`config.mk`:
```
export PLATFORM = sky130hd
export DESIGN_NAME = incremental_pid_pressure_regulator_unit
export DESIGN_NICKNAME = d
export VERILOG_FILES = /design/src/design/ippr_pkg.sv /design/src/design/ippr_cfg.sv /design/src/design/ippr_law.sv /design/src/design/incremental_pid_pressure_regulator_unit.sv
export SDC_FILE = /design/constraint.sdc
export NUM_CORES = 2
export LEC_CHECK = 0
export BUFFER_PORTS_ARGS = -buffer_cell sky130_fd_sc_hd__buf_4
export CAP_MARGIN = 20
export CELL_PAD_IN_SITES_DETAIL_PLACEMENT = 0
export CELL_PAD_IN_SITES_GLOBAL_PLACEMENT = 1
export CORE_AREA = 2 2 339 341
export CTS_CLUSTER_DIAMETER = 100
export DETAILED_ROUTE_END_ITERATION = 10
export DIE_AREA = 0 0 341 343
export PLACE_DENSITY = 0.75
export SLEW_MARGIN = 20
export SYNTH_ARGS = -nofsm -noshare
export SYNTH_HDL_FRONTEND = slang
export SYNTH_SLANG_ARGS = --single-unit
```
`constraint.sdc`:
```
create_clock -name clk -period 22.6 [get_ports clk]
set_input_delay 2.26 -clock clk [delete_from_list [all_inputs] [get_ports clk]]
set_output_delay 2.26 -clock clk [all_outputs]
set_load 0.02 [all_outputs]
```
`src/design/ippr_pkg.sv`:
```
// ----------------------------------------------------------------------------
// ippr_pkg
// Shared types and constants of the incremental PID pressure regulator.
// ----------------------------------------------------------------------------
package ippr_pkg;

  localparam int CFG_IDX_W = 3;
  localparam int CFG_DATA_W = 24;

  localparam logic [CFG_IDX_W-1:0] REG_SETPOINT    = 3'd0;
  localparam logic [CFG_IDX_W-1:0] REG_GAIN_PROP   = 3'd1;
  localparam logic [CFG_IDX_W-1:0] REG_GAIN_INTEG  = 3'd2;
  localparam logic [CFG_IDX_W-1:0] REG_GAIN_DERIV  = 3'd3;
  localparam logic [CFG_IDX_W-1:0] REG_MAX_ERR_POS = 3'd4;
  localparam logic [CFG_IDX_W-1:0] REG_MAX_ERR_NEG = 3'd5;
  localparam logic [CFG_IDX_W-1:0] REG_OUT_HIGH    = 3'd6;
  localparam logic [CFG_IDX_W-1:0] REG_OUT_LOW     = 3'd7;

  localparam logic [19:0] RST_SETPOINT    = 20'd1500;
  localparam logic [9:0]  RST_GAIN_PROP   = 10'd10;
  localparam logic [9:0]  RST_GAIN_INTEG  = 10'd15;
  localparam logic [9:0]  RST_GAIN_DERIV  = 10'd0;
  localparam logic [19:0] RST_MAX_ERR_POS = 20'd100;
  localparam logic [19:0] RST_MAX_ERR_NEG = 20'd100;
  localparam logic [23:0] RST_OUT_HIGH    = 24'd1280000;
  localparam logic [23:0] RST_OUT_LOW     = 24'd38400;

  typedef struct packed {
    logic [19:0] setpoint;
    logic [9:0]  gain_prop;
    logic [9:0]  gain_integ;
    logic [9:0]  gain_deriv;
    logic [19:0] max_err_pos;
    logic [19:0] max_err_neg;
    logic [23:0] out_high;
    logic [23:0] out_low;
  } cfg_t;

  typedef struct packed {
    logic [23:0]        acc;
    logic signed [20:0] err;
    logic               clipped;
    logic               limited;
  } law_t;

endpackage

```
`src/design/ippr_cfg.sv`:
```
// ----------------------------------------------------------------------------
// ippr_cfg
// Configuration register bank, written one word per enabled cycle.
// ----------------------------------------------------------------------------
module ippr_cfg
  import ippr_pkg::*;
(
  input  logic                  clk,
  input  logic                  rst_n,
  input  logic                  cfg_we,
  input  logic [CFG_IDX_W-1:0]  cfg_index,
  input  logic [CFG_DATA_W-1:0] cfg_wdata,
  output cfg_t                  cfg
);

  cfg_t cfg_r;
  cfg_t cfg_nxt;

  always_comb begin
    cfg_nxt = cfg_r;
    if (cfg_we) begin
      case (cfg_index)
        REG_SETPOINT:    cfg_nxt.setpoint    = cfg_wdata[19:0];
        REG_GAIN_PROP:   cfg_nxt.gain_prop   = cfg_wdata[9:0];
        REG_GAIN_INTEG:  cfg_nxt.gain_integ  = cfg_wdata[9:0];
        REG_GAIN_DERIV:  cfg_nxt.gain_deriv  = cfg_wdata[9:0];
        REG_MAX_ERR_POS: cfg_nxt.max_err_pos = cfg_wdata[19:0];
        REG_MAX_ERR_NEG: cfg_nxt.max_err_neg = cfg_wdata[19:0];
        REG_OUT_HIGH:    cfg_nxt.out_high    = cfg_wdata;
        REG_OUT_LOW:     cfg_nxt.out_low     = cfg_wdata;
        default:         cfg_nxt = cfg_r;
      endcase
    end
  end

  always_ff @(posedge clk) begin
    if (!rst_n) begin
      cfg_r.setpoint    <= RST_SETPOINT;
      cfg_r.gain_prop   <= RST_GAIN_PROP;
      cfg_r.gain_integ  <= RST_GAIN_INTEG;
      cfg_r.gain_deriv  <= RST_GAIN_DERIV;
      cfg_r.max_err_pos <= RST_MAX_ERR_POS;
      cfg_r.max_err_neg <= RST_MAX_ERR_NEG;
      cfg_r.out_high    <= RST_OUT_HIGH;
      cfg_r.out_low     <= RST_OUT_LOW;
    end else begin
      cfg_r <= cfg_nxt;
    end
  end

  assign cfg = cfg_r;

endmodule

```
`src/design/ippr_law.sv`:
```
// ----------------------------------------------------------------------------
// ippr_law
// Velocity-form control law: error clip, gain terms, accumulate (bypassed when ki is zero) and clamp.
// ----------------------------------------------------------------------------
module ippr_law
  import ippr_pkg::*;
(
  input  cfg_t               cfg,
  input  logic [19:0]        measured,
  input  logic [23:0]        accum,
  input  logic signed [20:0] err_prev1,
  input  logic signed [20:0] err_prev2,
  output law_t               law
);

  logic               pd_mode;
  logic [11:0]        k1;
  logic signed [13:0] k2_num;
  logic signed [13:0] k2_adj;
  logic signed [12:0] k2;
  logic [9:0]         k3;
  logic signed [21:0] err_raw;
  logic signed [21:0] lim_pos;
  logic signed [21:0] lim_neg;
  logic signed [20:0] err;
  logic               clipped;
  logic signed [12:0] k1_s;
  logic signed [10:0] k3_s;
  logic signed [33:0] p1;
  logic signed [33:0] p2;
  logic signed [31:0] p3;
  logic signed [39:0] base;
  logic signed [39:0] sum;
  logic signed [39:0] hi;
  logic signed [39:0] lo;

  assign pd_mode = (cfg.gain_integ == 10'd0);

  // K2 numerator is 2kp + 4kd - ki, halved toward zero
  assign k2_num = signed'(14'({cfg.gain_prop, 1'b0}) + 14'({cfg.gain_deriv, 2'b00})
                          - 14'(cfg.gain_integ));
  assign k2_adj = k2_num + signed'(14'(k2_num[13] & k2_num[0]));

  always_comb begin
    if (pd_mode) begin
      k1 = 12'(cfg.gain_prop) + 12'(cfg.gain_deriv);
      k2 = signed'(13'(cfg.gain_deriv));
      k3 = 10'd0;
    end else begin
      k1 = 12'(cfg.gain_prop) + 12'(cfg.gain_deriv) + 12'(cfg.gain_integ[9:1]);
      k2 = k2_adj[13:1];
      k3 = cfg.gain_deriv;
    end
  end

  assign err_raw = signed'({2'b00, cfg.setpoint}) - signed'({2'b00, measured});
  assign lim_pos = signed'({2'b00, cfg.max_err_pos});
  assign lim_neg = -signed'({2'b00, cfg.max_err_neg});

  always_comb begin
    clipped = 1'b0;
    err     = err_raw[20:0];
    if (err_raw > lim_pos) begin
      err     = lim_pos[20:0];
      clipped = 1'b1;
    end else if (err_raw < lim_neg) begin
      err     = lim_neg[20:0];
      clipped = 1'b1;
    end
  end

  assign k1_s = signed'({1'b0, k1});
  assign k3_s = signed'({1'b0, k3});
  assign p1   = k1_s * err;
  assign p2   = k2 * err_prev1;
  assign p3   = k3_s * err_prev2;

  assign base = pd_mode ? 40'sd0 : signed'({16'd0, accum});
  assign sum  = base + 40'(p1) - 40'(p2) + 40'(p3);
  assign hi   = signed'({16'd0, cfg.out_high});
  assign lo   = signed'({16'd0, cfg.out_low});

  always_comb begin
    law.err     = err;
    law.clipped = clipped;
    law.limited = 1'b0;
    law.acc     = sum[23:0];
    if (sum > hi) begin
      law.acc     = cfg.out_high;
      law.limited = 1'b1;
    end else if (sum < lo) begin
      law.acc     = cfg.out_low;
      law.limited = 1'b1;
    end
  end

endmodule

```
`src/design/incremental_pid_pressure_regulator_unit.sv`:
```
// ----------------------------------------------------------------------------
// incremental_pid_pressure_regulator_unit
// Incremental PID pump pressure regulator with a drive accumulator.
//
//   channel | signals                                   | dir
//   in      | in_valid in_ready in_kind in_measured     | sink
//   out     | out_valid out_ready out_drive             | source
//           | out_err_clipped out_out_limited           |
//   cfg     | cfg_we cfg_index cfg_wdata                | sink
//
// One word per cycle sustained while out is not stalled; a taken word goes through
// the input register, then the law and result register in one pass, to out.
// The accumulator feedback closes within the result cycle, so words follow
// back to back.
// Reset is synchronous; state and configuration return to their defaults.
// A stalled out channel holds the result and backs up into the input register.
// ----------------------------------------------------------------------------
module incremental_pid_pressure_regulator_unit
  import ippr_pkg::*;
#(
  parameter int SHIFT    = 8,
  parameter int START_HZ = 200
) (
  input  logic                  clk,
  input  logic                  rst_n,
  input  logic                  in_valid,
  output logic                  in_ready,
  input  logic                  in_kind,
  input  logic [19:0]           in_measured,
  output logic                  out_valid,
  input  logic                  out_ready,
  output logic [15:0]           out_drive,
  output logic                  out_err_clipped,
  output logic                  out_out_limited,
  input  logic                  cfg_we,
  input  logic [CFG_IDX_W-1:0]  cfg_index,
  input  logic [CFG_DATA_W-1:0] cfg_wdata
);

  localparam logic [47:0] START_WIDE = 48'(START_HZ) << SHIFT;
  localparam logic [23:0] START_ACC  = START_WIDE[23:0];

  cfg_t cfg;
  law_t law;

  logic               s1_valid_r;
  logic               kind_r;
  logic [19:0]        meas_r;
  logic               adv;

  logic [23:0]        accum_r;
  logic [23:0]        accum_nxt;
  logic signed [20:0] err1_r;
  logic signed [20:0] err1_nxt;
  logic signed [20:0] err2_r;
  logic signed [20:0] err2_nxt;

  logic               out_valid_r;
  logic [15:0]        drive_r;
  logic               clipped_r;
  logic               clipped_nxt;
  logic               limited_r;
  logic               limited_nxt;

  ippr_cfg u_cfg (
    .clk      (clk),
    .rst_n    (rst_n),
    .cfg_we   (cfg_we),
    .cfg_index(cfg_index),
    .cfg_wdata(cfg_wdata),
    .cfg      (cfg)
  );

  ippr_law u_law (
    .cfg      (cfg),
    .measured (meas_r),
    .accum    (accum_r),
    .err_prev1(err1_r),
    .err_prev2(err2_r),
    .law      (law)
  );

  assign adv      = s1_valid_r && (!out_valid_r || out_ready);
  assign in_ready = !s1_valid_r || adv;

  always_ff @(posedge clk) begin
    if (!rst_n) begin
      s1_valid_r <= 1'b0;
    end else if (in_ready) begin
      s1_valid_r <= in_valid;
    end
  end

  always_ff @(posedge clk) begin
    if (in_valid && in_ready) begin
      kind_r <= in_kind;
      meas_r <= in_measured;
    end
  end

  always_comb begin
    if (kind_r) begin
      accum_nxt   = START_ACC;
      err1_nxt    = 21'sd0;
      err2_nxt    = 21'sd0;
      clipped_nxt = 1'b0;
      limited_nxt = 1'b0;
    end else begin
      accum_nxt   = law.acc;
      err1_nxt    = law.err;
      err2_nxt    = err1_r;
      clipped_nxt = law.clipped;
      limited_nxt = law.limited;
    end
  end

  always_ff @(posedge clk) begin
    if (!rst_n) begin
      accum_r <= 24'd0;
      err1_r  <= 21'sd0;
      err2_r  <= 21'sd0;
    end else if (adv) begin
      accum_r <= accum_nxt;
      err1_r  <= err1_nxt;
      err2_r  <= err2_nxt;
    end
  end

  always_ff @(posedge clk) begin
    if (!rst_n) begin
      out_valid_r <= 1'b0;
    end else if (adv) begin
      out_valid_r <= 1'b1;
    end else if (out_ready) begin
      out_valid_r <= 1'b0;
    end
  end

  always_ff @(posedge clk) begin
    if (adv) begin
      drive_r   <= 16'(accum_nxt >> SHIFT);
      clipped_r <= clipped_nxt;
      limited_r <= limited_nxt;
    end
  end

  assign out_valid       = out_valid_r;
  assign out_drive       = drive_r;
  assign out_err_clipped = clipped_r;
  assign out_out_limited = limited_r;

endmodule

```
==> flow_summary.json <==
{
  "tightestPinTransition_ps": 1124,
  "ctsResizeCount": 0,
  "maxCapViolations": 0,
  "synth_edf_count": 39,
  "fillCellCount": 11230,
  "end_kind": "flop",
  "skew_ps": 21.62,
  "clock_latency_ps": 570,
  "worstSetupPathType": "reg -> reg",
  "max_clock_freq_ghz": 0.05001,
  "initial_core_util": 0.3958,
  "ios": 73,
  "drive_gt1_frac": 0.05541,
  "synth_area_leaders": "fa_1 (37%), ha_1 (10%), dfxtp_1 (9.2%)",
  "grt_use_total": 0.2390,
  "core_area_sq_um": 113400,
  "htreeDepth": 2,
  "vias_per_cell": 5.281,
  "die_height_microns": 343,
  "status": "finished, final reports clean",
  "path_common_cell": "fa_1",
  "remaining_drc_errors": 0,
  "seq_area_frac_synth": 0.1180,
  "drtAntennaViolNets": 0,
  "syn_inst": 5077,
  "path_max_fanout": 28,
  "max_stage_delay_ps": 950,
  "r2r-start": "meas_r[1]",
  "io_buffers": 72,
  "slew_headroom": 0.2507,
  "setup_viol": 0,
  "finalCritPeriodShare": 0.8847,
  "clock-sinks": 245,
  "routedWlPerCell_microns": 20.78,
  "cts_root_buf": "clkbuf_16",
  "worstSetupStartpointType": "flop",
  "antenna_found_initial": 3,
  "startpoint": "meas_r[1]",
  "cpMaxStageDelayCell": "a2111oi_0",
  "grt_pass1_vias": 36710,
  "hp-class": "reg -> reg",
  "final_nets": 6254,
  "synth.top_cell.area_share": 0.3666,
  "crit_required_ps": 22910,
  "final_max_slew_viol_count": 0,
  "synthToLayoutAreaGrowth_pct": 7.475,
  "yosysWarnings": 0,
  "dp_hpwl_microns": 111600,
  "ys_seq_elements": 245,
  "ys.flop_type": "dfxtp_1",
  "place_congestion": 0.9486,
  "final-hold-violation-count": 0,
  "yosys.area.top_type": "fa_1",
  "worst_ep_arrival_time_ps": 20310,
  "synthArstFlopShare": 0,
  "period_needed_ps": 19990,
  "globalRouteOverflowTotal": 0,
  "holdBufCountCts": 0,
  "syn-num-nets": 6323,
  "drt_iter0_drc": 2505,
  "clkSlewWorstSetupHoldPaths_ps": 60,
  "synth.distinct_cells": 91,
  "grt_pass1_wl_microns": 216200,
  "num_vias": 34590,
  "min-delay-start": "u_cfg.cfg[86]",
  "drtPass1Iterations": 5,
  "die_w_microns": 341,
  "cts_buffer_depth": 3,
  "synthesis.area_sq_um": 44890,
  "rows": 124,
  "drt-total-wl_microns": 136100,
  "cts_buffers": 35,
  "cts_tree": "yes",
  "post-cts-setup-buffers": 0,
  "avgSynthCellArea_sq_um": 8.842,
  "grt_max_degree": 157,
  "setup_tns_ps": 0,
  "dieArea_sq_um": 117000,
  "grt_setup_unrepaired": "no"
}
## synthesized netlist by cell type, types with 36 or more instances
| cell type | n |
|---|---|
| a21o_1 | 76 |
| nand2b_1 | 42 |
| nor2b_1 | 87 |
| inv_1 | 918 |
| edfxtp_1 | 39 |
| nand3_1 | 60 |
| o21ai_0 | 94 |
| and2_1 | 167 |
| fa_1 | 822 |
| dfxtp_1 | 206 |
| and3_1 | 103 |
| o211ai_1 | 36 |
| xor2_1 | 51 |
| a21oi_1 | 166 |
| nand2_1 | 716 |
| nor2_1 | 212 |
| a21boi_0 | 138 |
| nor3_1 | 76 |
| clkbuf_1 | 200 |
| ha_1 | 371 |
| xnor2_1 | 79 |
## path summary, 6_finish.rpt
path / to / slack [ps] / depth (start not counted)
hold / removal: u_cfg.cfg[86] / 460 / 2
setup reg to reg: out_drive[10] / 2610 / 67
setup / recovery: out_drive[10] / 2610 / 67
hold reg to reg: u_cfg.cfg[86] / 460 / 2
## final cells by class
type	count	area, sq um	share of cell area
Antenna cell	3	7.507	0.0001556
Clock buffer	45	1005	0.02082
Clock inverter	19	261.5	0.005420
Inverter	919	3450	0.07150
Multi-Input combinational cell	3666	35270	0.7309
Sequential cell	245	5295	0.1098
Tap cell	1512	1892	0.03921
Timing Repair Buffer	141	1071	0.02220
## cell usage in the layout (no fill, tap or decap), drive strengths merged, types with 21 or more instances in the layout
cell type | synthesis | final
nor3 | 80 | 80
a21boi | 140 | 140
fa | 822 | 822
a21o | 76 | 76
and2 | 168 | 168
xor2 | 51 | 51
nand2 | 716 | 716
ha | 371 | 371
nand4 | 25 | 25
nand2b | 42 | 42
nand3b | 25 | 25
a21oi | 169 | 169
xnor2 | 80 | 80
dfxtp | 206 | 206
o21a | 26 | 26
a22o | 21 | 21
nor2b | 87 | 87
mux2i | 28 | 28
nand3 | 61 | 61
edfxtp | 39 | 39
o21ai | 98 | 98
o211ai | 36 | 36
and3 | 103 | 103
o21bai | 21 | 21
inv | 918 | 921
or2 | 22 | 22
clkbuf | 203 | 45
buf | 44 | 141
nor2 | 213 | 213
## layer usage
layer  part of all wire  routed length [microns]  global-route usage  vias up
li1                   -                        -                   -    15870
met4              0.029                     3900             0.06571        2
met1               0.45                    60850              0.3283    17620
met3              0.060                     8123             0.03452      177
met5            0.00015                       20                   0        -
met2               0.46                    63240              0.3940      930
## cell families (layout without fill, tap and decap cells)
kind of cell,after synthesis,in the layout,share of synthesized area
buffers and inverters,1166,1124,0.09939
and+or+nand+nor,1589,1589,0.1688
adders and majority gates,1193,1193,0.4700
other,0,3,0
AOI/OAI and AO/OA,718,718,0.1093
muxes,33,33,0.007832
DFF,245,245,0.1180
xor gates and xnor gates,133,133,0.02676
## sequential cells by signal, summed over array words and instances (netlist names)
signal           flops
accum_r             24
err1_r              21
err2_r              21
kind_r               1
meas_r              20
out_drive           16
out_err_clipped      1
out_out_limited      1
out_valid            1
s1_valid_r           1
u_cfg.cfg          138
## stage by stage
| stage | hold WS (ps) | util | setup slack [ps] | std cells | cell area [sq um] |
|---|---|---|---|---|---|
| final | 463.8 | 0.4254 | 2606 | 6550 | 48250 |
| after global placement | 446.3 | 0.4141 | 2851 | 6483 | 46970 |
| after global routing | 486.0 | 0.4253 | 1684 | 6547 | 48240 |
| after floorplan | 416.6 | - | 6565 | 5077 | 44890 |
| after CTS | 466.7 | 0.4253 | 2600 | 6547 | 48230 |
| after detailed placement | 453.9 | 0.4141 | 2587 | 6483 | 46970 |
## worst max-delay path: cells and delay by family (launching register included)
family | cells | cell delay (ps)
buf+inv | 8 | 410
mux | 1 | 330
simple gates | 14 | 3440
flops | 1 | 410
compound gates | 26 | 7790
xor+xnor | 2 | 680
fa+ha+maj | 16 | 6670
Power is left out: the tool's default activity adds up to more than one toggle a clock period on the data nets, which glitch-free logic cannot reach.
